### config.mk
export PLATFORM = sky130hd
export DESIGN_NAME = i2c_master_transfer_sequencer_unit
export DESIGN_NICKNAME = d
export VERILOG_FILES = /design/src/rtl/i2cms_pkg.sv /design/src/rtl/i2cms_decode.sv /design/src/rtl/i2c_master_transfer_sequencer_unit.sv
export SDC_FILE = /design/constraint.sdc
export NUM_CORES = 1
export LEC_CHECK = 0
export BUFFER_PORTS_ARGS = -buffer_cell sky130_fd_sc_hd__buf_2
export CAP_MARGIN = 20
export CORE_ASPECT_RATIO = 0.5
export CORE_MARGIN = 5
export CORE_UTILIZATION = 29
export DETAILED_ROUTE_END_ITERATION = 10
export REMOVE_ABC_BUFFERS = 1
export SYNTH_ARGS = -nofsm -noshare
export SYNTH_HDL_FRONTEND = slang
export SYNTH_SLANG_ARGS = --single-unit
### constraint.sdc
create_clock -name clk -period 2.8 [get_ports clk]
set_clock_uncertainty 0.05 [all_clocks]
set_input_delay 0.14 -clock clk [delete_from_list [all_inputs] [get_ports clk]]
set_output_delay 0.14 -clock clk [all_outputs]
set_load 0.1 [all_outputs]
### src/rtl/i2cms_pkg.sv
`default_nettype none

package i2cms_pkg;

  // Longest index the buffers may reach; the indices never pass 255.
  localparam int LEN_MAX = 255;
  localparam logic [7:0] IDX_LIMIT = 8'((LEN_MAX < 255) ? LEN_MAX : 255);

  // Input item kinds.
  localparam logic FUNC_BEGIN  = 1'b0;
  localparam logic FUNC_STATUS = 1'b1;

  // Configuration register indexes.
  localparam logic [1:0] CFG_ADDRESS_BYTE = 2'd0;
  localparam logic [1:0] CFG_WRITE_LENGTH = 2'd1;
  localparam logic [1:0] CFG_READ_LENGTH  = 2'd2;

  // Status codes of the I2C core.
  localparam logic [7:0] ST_START      = 8'h08;
  localparam logic [7:0] ST_REP_START  = 8'h10;
  localparam logic [7:0] ST_SLAW_ACK   = 8'h18;
  localparam logic [7:0] ST_SLAW_NACK  = 8'h20;
  localparam logic [7:0] ST_DATA_ACK   = 8'h28;
  localparam logic [7:0] ST_DATA_NACK  = 8'h30;
  localparam logic [7:0] ST_ARB_LOST   = 8'h38;
  localparam logic [7:0] ST_SLAR_ACK   = 8'h40;
  localparam logic [7:0] ST_SLAR_NACK  = 8'h48;
  localparam logic [7:0] ST_RX_ACK     = 8'h50;
  localparam logic [7:0] ST_RX_NACK    = 8'h58;

  // Transfer phases.
  localparam logic [2:0] PH_IDLE      = 3'd0;
  localparam logic [2:0] PH_STARTED   = 3'd1;
  localparam logic [2:0] PH_RESTARTED = 3'd2;
  localparam logic [2:0] PH_REPSTART  = 3'd3;
  localparam logic [2:0] PH_DATA_ACK  = 3'd4;
  localparam logic [2:0] PH_DONE      = 3'd5;

  typedef struct packed {
    logic       func;
    logic [7:0] status;
    logic [7:0] rx_data;
    logic [7:0] tx_data;
  } in_item_t;

  typedef struct packed {
    logic       dat_write;
    logic [7:0] dat_value;
    logic       set_start;
    logic       set_stop;
    logic       set_ack;
    logic       clear_ack;
    logic       clear_start;
    logic       clear_si;
    logic       rx_store;
    logic [7:0] rx_index;
    logic [7:0] tx_index;
    logic [2:0] phase;
  } out_item_t;

  typedef struct packed {
    logic [2:0] phase;
    logic [7:0] tx_pos;
    logic [7:0] rx_pos;
  } seq_state_t;

  typedef struct packed {
    logic [7:0] address_byte;
    logic [7:0] write_length;
    logic [7:0] read_length;
  } seq_cfg_t;

  // Saturating increment of a buffer index.
  function automatic logic [7:0] bump(input logic [7:0] v);
    bump = (v < IDX_LIMIT) ? v + 8'd1 : v;
  endfunction

endpackage

`default_nettype wire

### src/rtl/i2cms_decode.sv
`default_nettype none

module i2cms_decode
  import i2cms_pkg::*;
(
  input  wire in_item_t   item,
  input  wire seq_state_t cur,
  input  wire seq_cfg_t   cfg,
  output out_item_t       res,
  output seq_state_t      nxt
);

  logic [7:0] tx_bump;
  logic [7:0] rx_bump;

  assign tx_bump = bump(cur.tx_pos);
  assign rx_bump = bump(cur.rx_pos);

  // Decode one transaction into control actions and the next sequencer state.
  always_comb begin
    res = '0;
    nxt = cur;
    if (item.func == FUNC_BEGIN) begin
      nxt.phase     = PH_IDLE;
      nxt.tx_pos    = '0;
      nxt.rx_pos    = '0;
      res.set_start = 1'b1;
    end else begin
      res.clear_si = 1'b1;
      unique case (item.status) inside
        ST_START: begin
          nxt.tx_pos      = '0;
          res.dat_write   = 1'b1;
          res.dat_value   = cfg.address_byte;
          res.clear_start = 1'b1;
          nxt.phase       = PH_STARTED;
        end
        ST_REP_START: begin
          nxt.rx_pos      = '0;
          res.dat_write   = 1'b1;
          res.dat_value   = cfg.address_byte;
          res.clear_start = 1'b1;
          nxt.phase       = PH_RESTARTED;
        end
        ST_SLAW_ACK: begin
          // Only the started phase sends the first data byte.
          if (cur.phase == PH_STARTED) begin
            res.dat_write = 1'b1;
            res.dat_value = item.tx_data;
            nxt.tx_pos    = tx_bump;
            nxt.phase     = PH_DATA_ACK;
          end
        end
        ST_DATA_ACK, ST_DATA_NACK: begin
          if (cur.tx_pos < cfg.write_length) begin
            res.dat_write = 1'b1;
            res.dat_value = item.tx_data;
            nxt.tx_pos    = tx_bump;
            nxt.phase     = PH_DATA_ACK;
          end else if (cfg.read_length != 8'd0) begin
            res.set_start = 1'b1;
            nxt.phase     = PH_REPSTART;
          end else begin
            res.set_stop = 1'b1;
            nxt.phase    = PH_DONE;
          end
        end
        ST_SLAR_ACK: begin
          if (cfg.read_length == 8'd1) res.clear_ack = 1'b1;
          else res.set_ack = 1'b1;
        end
        ST_RX_ACK: begin
          res.rx_store = 1'b1;
          res.rx_index = cur.rx_pos;
          nxt.rx_pos   = rx_bump;
          if (rx_bump < cfg.read_length) begin
            nxt.phase   = PH_DATA_ACK;
            res.set_ack = 1'b1;
          end else begin
            nxt.phase     = PH_DONE;
            res.clear_ack = 1'b1;
          end
        end
        ST_RX_NACK: begin
          res.rx_store = 1'b1;
          res.rx_index = cur.rx_pos;
          nxt.rx_pos   = rx_bump;
          nxt.phase    = PH_DONE;
          res.set_stop = 1'b1;
        end
        ST_SLAW_NACK, ST_SLAR_NACK: begin
          nxt.phase = PH_DONE;
        end
        default: begin
          // Arbitration lost and unknown codes only release the core.
        end
      endcase
      // Entering the done phase ends the transfer with a stop.
      if (nxt.phase == PH_DONE && cur.phase != PH_DONE) begin
        res.set_stop = 1'b1;
      end
    end
    res.tx_index = nxt.tx_pos;
    res.phase    = nxt.phase;
  end

endmodule

`default_nettype wire

### src/rtl/i2c_master_transfer_sequencer_unit.sv
`default_nettype none

// Sequences one I2C master transfer from the status codes of an I2C core. A begin
// transaction (func 0) restarts from idle and requests a start; each status transaction
// returns exactly one result with the data register load, the start, stop and acknowledge
// controls, the receive store position, the next transmit index and the phase. The block
// takes one transaction per cycle while in_stall is low. An accepted transaction sits in the
// input register, passes through the status decode and is captured in the result register
// once that register is free, and its result is then offered from it. While a result is held
// by out_stall and the input register is full, in_stall follows out_stall in the same
// cycle. Configuration writes are taken in any cycle (cfg_ready is always high) but must
// be made while no transaction is in flight.
module i2c_master_transfer_sequencer_unit
  import i2cms_pkg::*;
(
  input  wire             clk,
  input  wire             rst_n,
  input  wire             in_valid,
  output logic            in_stall,
  input  wire in_item_t   in_item,
  output logic            out_valid,
  input  wire             out_stall,
  output out_item_t       out_item,
  input  wire             cfg_valid,
  output logic            cfg_ready,
  input  wire [1:0]       cfg_index,
  input  wire [7:0]       cfg_data
);

  seq_cfg_t   cfg_r;
  seq_state_t state_r;
  seq_state_t state_nxt;
  in_item_t   s1_item_r;
  logic       s1_valid_r;
  out_item_t  result;
  logic       out_free;
  logic       s1_move;

  assign cfg_ready = 1'b1;

  // Configuration registers.
  always_ff @(posedge clk) begin
    if (!rst_n) begin
      cfg_r <= '0;
    end else if (cfg_valid && cfg_ready) begin
      unique case (cfg_index)
        CFG_ADDRESS_BYTE: cfg_r.address_byte <= cfg_data;
        CFG_WRITE_LENGTH: cfg_r.write_length <= cfg_data;
        CFG_READ_LENGTH:  cfg_r.read_length  <= cfg_data;
        default: begin
        end
      endcase
    end
  end

  // Pipeline flow control.
  assign out_free = !out_valid || !out_stall;
  assign s1_move  = s1_valid_r && out_free;
  assign in_stall = s1_valid_r && !out_free;

  // Input register.
  always_ff @(posedge clk) begin
    if (!rst_n) begin
      s1_valid_r <= 1'b0;
    end else if (!in_stall) begin
      s1_valid_r <= in_valid;
    end
  end

  always_ff @(posedge clk) begin
    if (!in_stall && in_valid) begin
      s1_item_r <= in_item;
    end
  end

  i2cms_decode u_decode (
    .item (s1_item_r),
    .cur  (state_r),
    .cfg  (cfg_r),
    .res  (result),
    .nxt  (state_nxt)
  );

  // Sequencer state advances as each transaction leaves the input register.
  always_ff @(posedge clk) begin
    if (!rst_n) begin
      state_r <= '{phase: PH_IDLE, tx_pos: 8'd0, rx_pos: 8'd0};
    end else if (s1_move) begin
      state_r <= state_nxt;
    end
  end

  // Result register.
  always_ff @(posedge clk) begin
    if (!rst_n) begin
      out_valid <= 1'b0;
    end else if (out_free) begin
      out_valid <= s1_valid_r;
    end
  end

  always_ff @(posedge clk) begin
    if (s1_move) begin
      out_item <= result;
    end
  end

endmodule

`default_nettype wire

==> metrics.txt <==
outcome=complete, but fails checks; failing checks=setup timing; DR DRC count=0; Post-synth top cells=57 x nor2_1, 52 x edfxtp_1, 45 x dfxtp_1, 41 x nand2_1, 27 x a21oi_1; top cell type's share of synthesized area=~31%; WP buf/inv=1; CP max FO=3; Min Hold Slack=0.0292 ns; IR drop worst, VDD=about 0.26 mV; final setup margin=-0.00660 ns; post-route antenna net violation count=0; Startpoint Class=flop; Ys Warns=0; setup violators final=1; area delta synth->final=27.4%; utilization after layout=a little under two fifths; Layout Cells excl Fill=~860; # IOs=between 70 and 80; sequential fraction of design power=approximately half; Clk pwr share=36.2%; Yosys reg bits=just under 100; Post-synth EDFFs=52; DIE HEIGHT=a little over 100 um; HP Class=input port to flop; RD Place Congestion=just under 0.9; most common cell in the netlist=nor2_1; via count=between 4000 and 5000; share of post-route cells with drive strength above 1=around 25%; GRT overflow=0; critical path class=flop to flop; slowest library cell on the worst path=dfxtp_2; post-synthesis sequential area ratio=48.8%; final slew viol count=0; final worst path period share=100%; Ant. Diodes=0; fill cell count=1699; CP max stage delay=~0.36 ns; CTS Buffer Depth=2; cell mode on critical path=ha_4; CTS clk-pin slew, worst paths=around 0.07 ns; synthesized area per cell=between 9 and 10 sq um; clock period minus worst slack=about 2.8 ns; row count=34; drt wl/cell=approximately 16 um; CP cell instances=ha_4 > nand4_1 > or2_4 > mux2_2 > ha_4 > o21ai_2 > a2111oi_4 > o211ai_1 > a211oi_2 > buf_4 > o311ai_2 > a21oi_1; crit path DAT=around 3.0 ns; internal power=between 2 and 2.5 mW; Worst path top cell family by delay=compound AO/OA/AOI/OAI gates; ys flop type=edfxtp_1; dpl cells=just over 800; # port buffers=68; clock root buffer=clkbuf_16; Final Hold Viols=0; Core Region=17200 sq um; antenna violations before repair=0; vias per cell=5.04; Psw=roughly 900 uW; Area contributors post-synth=edfxtp_1 31%, dfxtp_1 18%, mux2i_1 4.8%, nor2_1 4.2%, ha_1 4.0%; H-tree depth=3; Starting Density=29.3%; clock sink count=97; area leader, netlist=edfxtp_1; Worst Path Required=~3.0 ns; leakage power=around 2.4 nW; Layout Nets=roughly 680; RSZ-0062 raised after global routing=true; Slew @ Worst Pin=0.697 ns; Slew HR=between 50% and 60%; drt first pass iters=5; TritonCTS buffer count=9; FMAX=about 0.36 GHz; final WL=between 10000 and 15000 um; P per Cell Area=~490 nW/um^2; crit end category=flop; worst-skew pair later-pin latency=between 0.3 and 0.4 ns; switching share of power=between 20% and 30%; cell area after synthesis=5040 sq um; largest net degree at the start of global routing=31; first-pass GRT wire length=22100 um; CTS tree=yes; Iter 0 DRT Violations=around 340; synthesized instance count=between 500 and 600; GRT Total Usage=13.8%; Final HPWL DP=between 10000 and 15000 um; die area=between 20000 and 25000 sq um; max-cap viol count=0; Cell variety after synth=81; Die X=196 um; logic gate share of total power=approximately 14%; vias in the first global route=around 4100; asr flop ratio synth=0%
power groups by stage:
stage	logic [mW]	registers, mW	clock network (mW)
2_1_floorplan	0.121	1.77	0
3_3_place_gp	0.407	1.60	0
6_report	0.442	1.57	1.14
3_5_place_dp	0.411	1.60	0
4_1_cts	0.438	1.57	1.16
5_1_grt	0.467	1.58	1.23
cells in the final DEF, fill, tap and decap left out, types with 4 or more instances in the layout:
| master | netlist | layout |
|---|---|---|
| a21o_1 | 5 | 5 |
| a21oi_1 | 27 | 27 |
| a22oi_1 | 7 | 7 |
| and2_1 | 8 | 8 |
| buf_2 | 2 | 68 |
| buf_4 | 3 | 45 |
| clkbuf_16 | 0 | 9 |
| dfxtp_1 | 45 | 43 |
| dlygate4sd3_1 | 0 | 18 |
| edfxtp_1 | 52 | 52 |
| ha_1 | 16 | 12 |
| inv_1 | 24 | 24 |
| mux2i_1 | 24 | 24 |
| nand2_1 | 41 | 40 |
| nand3_1 | 14 | 14 |
| nand3b_1 | 6 | 6 |
| nand4_1 | 4 | 4 |
| nor2_1 | 57 | 56 |
| nor2b_1 | 5 | 5 |
| nor3_1 | 8 | 8 |
| nor4_1 | 7 | 7 |
| o2111ai_1 | 5 | 5 |
| o211ai_1 | 9 | 9 |
| o21a_1 | 4 | 4 |
| o21ai_0 | 25 | 24 |
| o21ai_1 | 4 | 4 |
| o31ai_1 | 4 | 4 |
per-layer routing:
layer,track usage [%],vias up,part of all wire (%)
li1,-,2103,-
met1,19.0,2074,47
met2,22.2,128,46
met3,2.98,20,5.8
met4,3.59,0,1.5
met5,0,-,0
metrics by stage:
stage	setup WS (ns)	setup TNS, ns	total power [mW]	instance area (sq um)
final	-0.00660	-0.00660	3.16	6420
after global routing	-0.115	-0.402	3.27	6420
after CTS	-0.0535	-0.0586	3.17	6370
after detailed placement	-0.315	-1.08	2.02	5860
after global placement	-0.176	-0.425	2.01	5860
after floorplan	-0.258	-1.19	1.90	4910
cell type report:
cell class / instances / area (sq um) / area share [%]
inverters: 24 / 90.1 / 1.40
repair buffers: 131 / 858 / 13.4
clock inverters: 5 / 31.3 / 0.487
clock buffers: 11 / 233 / 3.62
well taps: 234 / 293 / 4.56
multi-input cells: 356 / 2450 / 38.2
flip-flops and latches: 97 / 2460 / 38.4
worst paths after layout:
| check | startpoint | end | slack, ns | cells after the start |
|---|---|---|---|---|
| setup / recovery | state_r[1]$_SDFFE_PN0P_ | state_r[16]$_SDFFE_PN0P_ | -0.007 | 12 |
| hold / removal | out_stall | out_valid$_SDFFE_PN0N_ | 0.03 | 3 |
| setup reg to reg | state_r[1]$_SDFFE_PN0P_ | state_r[16]$_SDFFE_PN0P_ | -0.007 | 12 |
| hold reg to reg | cfg_r[8]$_SDFFE_PN0P_ | cfg_r[8]$_SDFFE_PN0P_ | 0.45 | 2 |
worst reg2reg max path: stages (launching register included):
cell and delay (ns):
dfxtp_2 0.36, ha_4 0.13, nand4_1 0.10, or2_4 0.25
mux2_2 0.31, ha_4 0.28, o21ai_2 0.06, a2111oi_4 0.29
o211ai_1 0.20, a211oi_2 0.29, buf_4 0.17, o311ai_2 0.08
a21oi_1 0.15
state kept, by name, indices dropped and copies added (netlist names):
name        cells
out_item       35
cfg_r          24
state_r        19
s1_item_r      17
out_valid       1
s1_valid_r      1
repair_timing:
action	in CTS	in global routing
pin swaps	12	7
hold endpoints to repair	18	0
hold buffers	18	0
resized for setup	12	8
setup endpoints to repair	5	9
buffers inserted	2	1
logic make-up (layout without fill, tap and decap cells):
kind of cell	after synthesis	in the layout	share of synthesized area, %
simple gates	177	177	18.2
compound gates	132	132	18.6
flops	97	97	48.8
buf+inv	54	171	4.44
mux	26	26	5.21
fa+ha+maj	16	16	3.97
xor+xnor	4	4	0.695
other cells	1	1	0.0744
No activity file was read; power rests on OpenSTA's default activity.
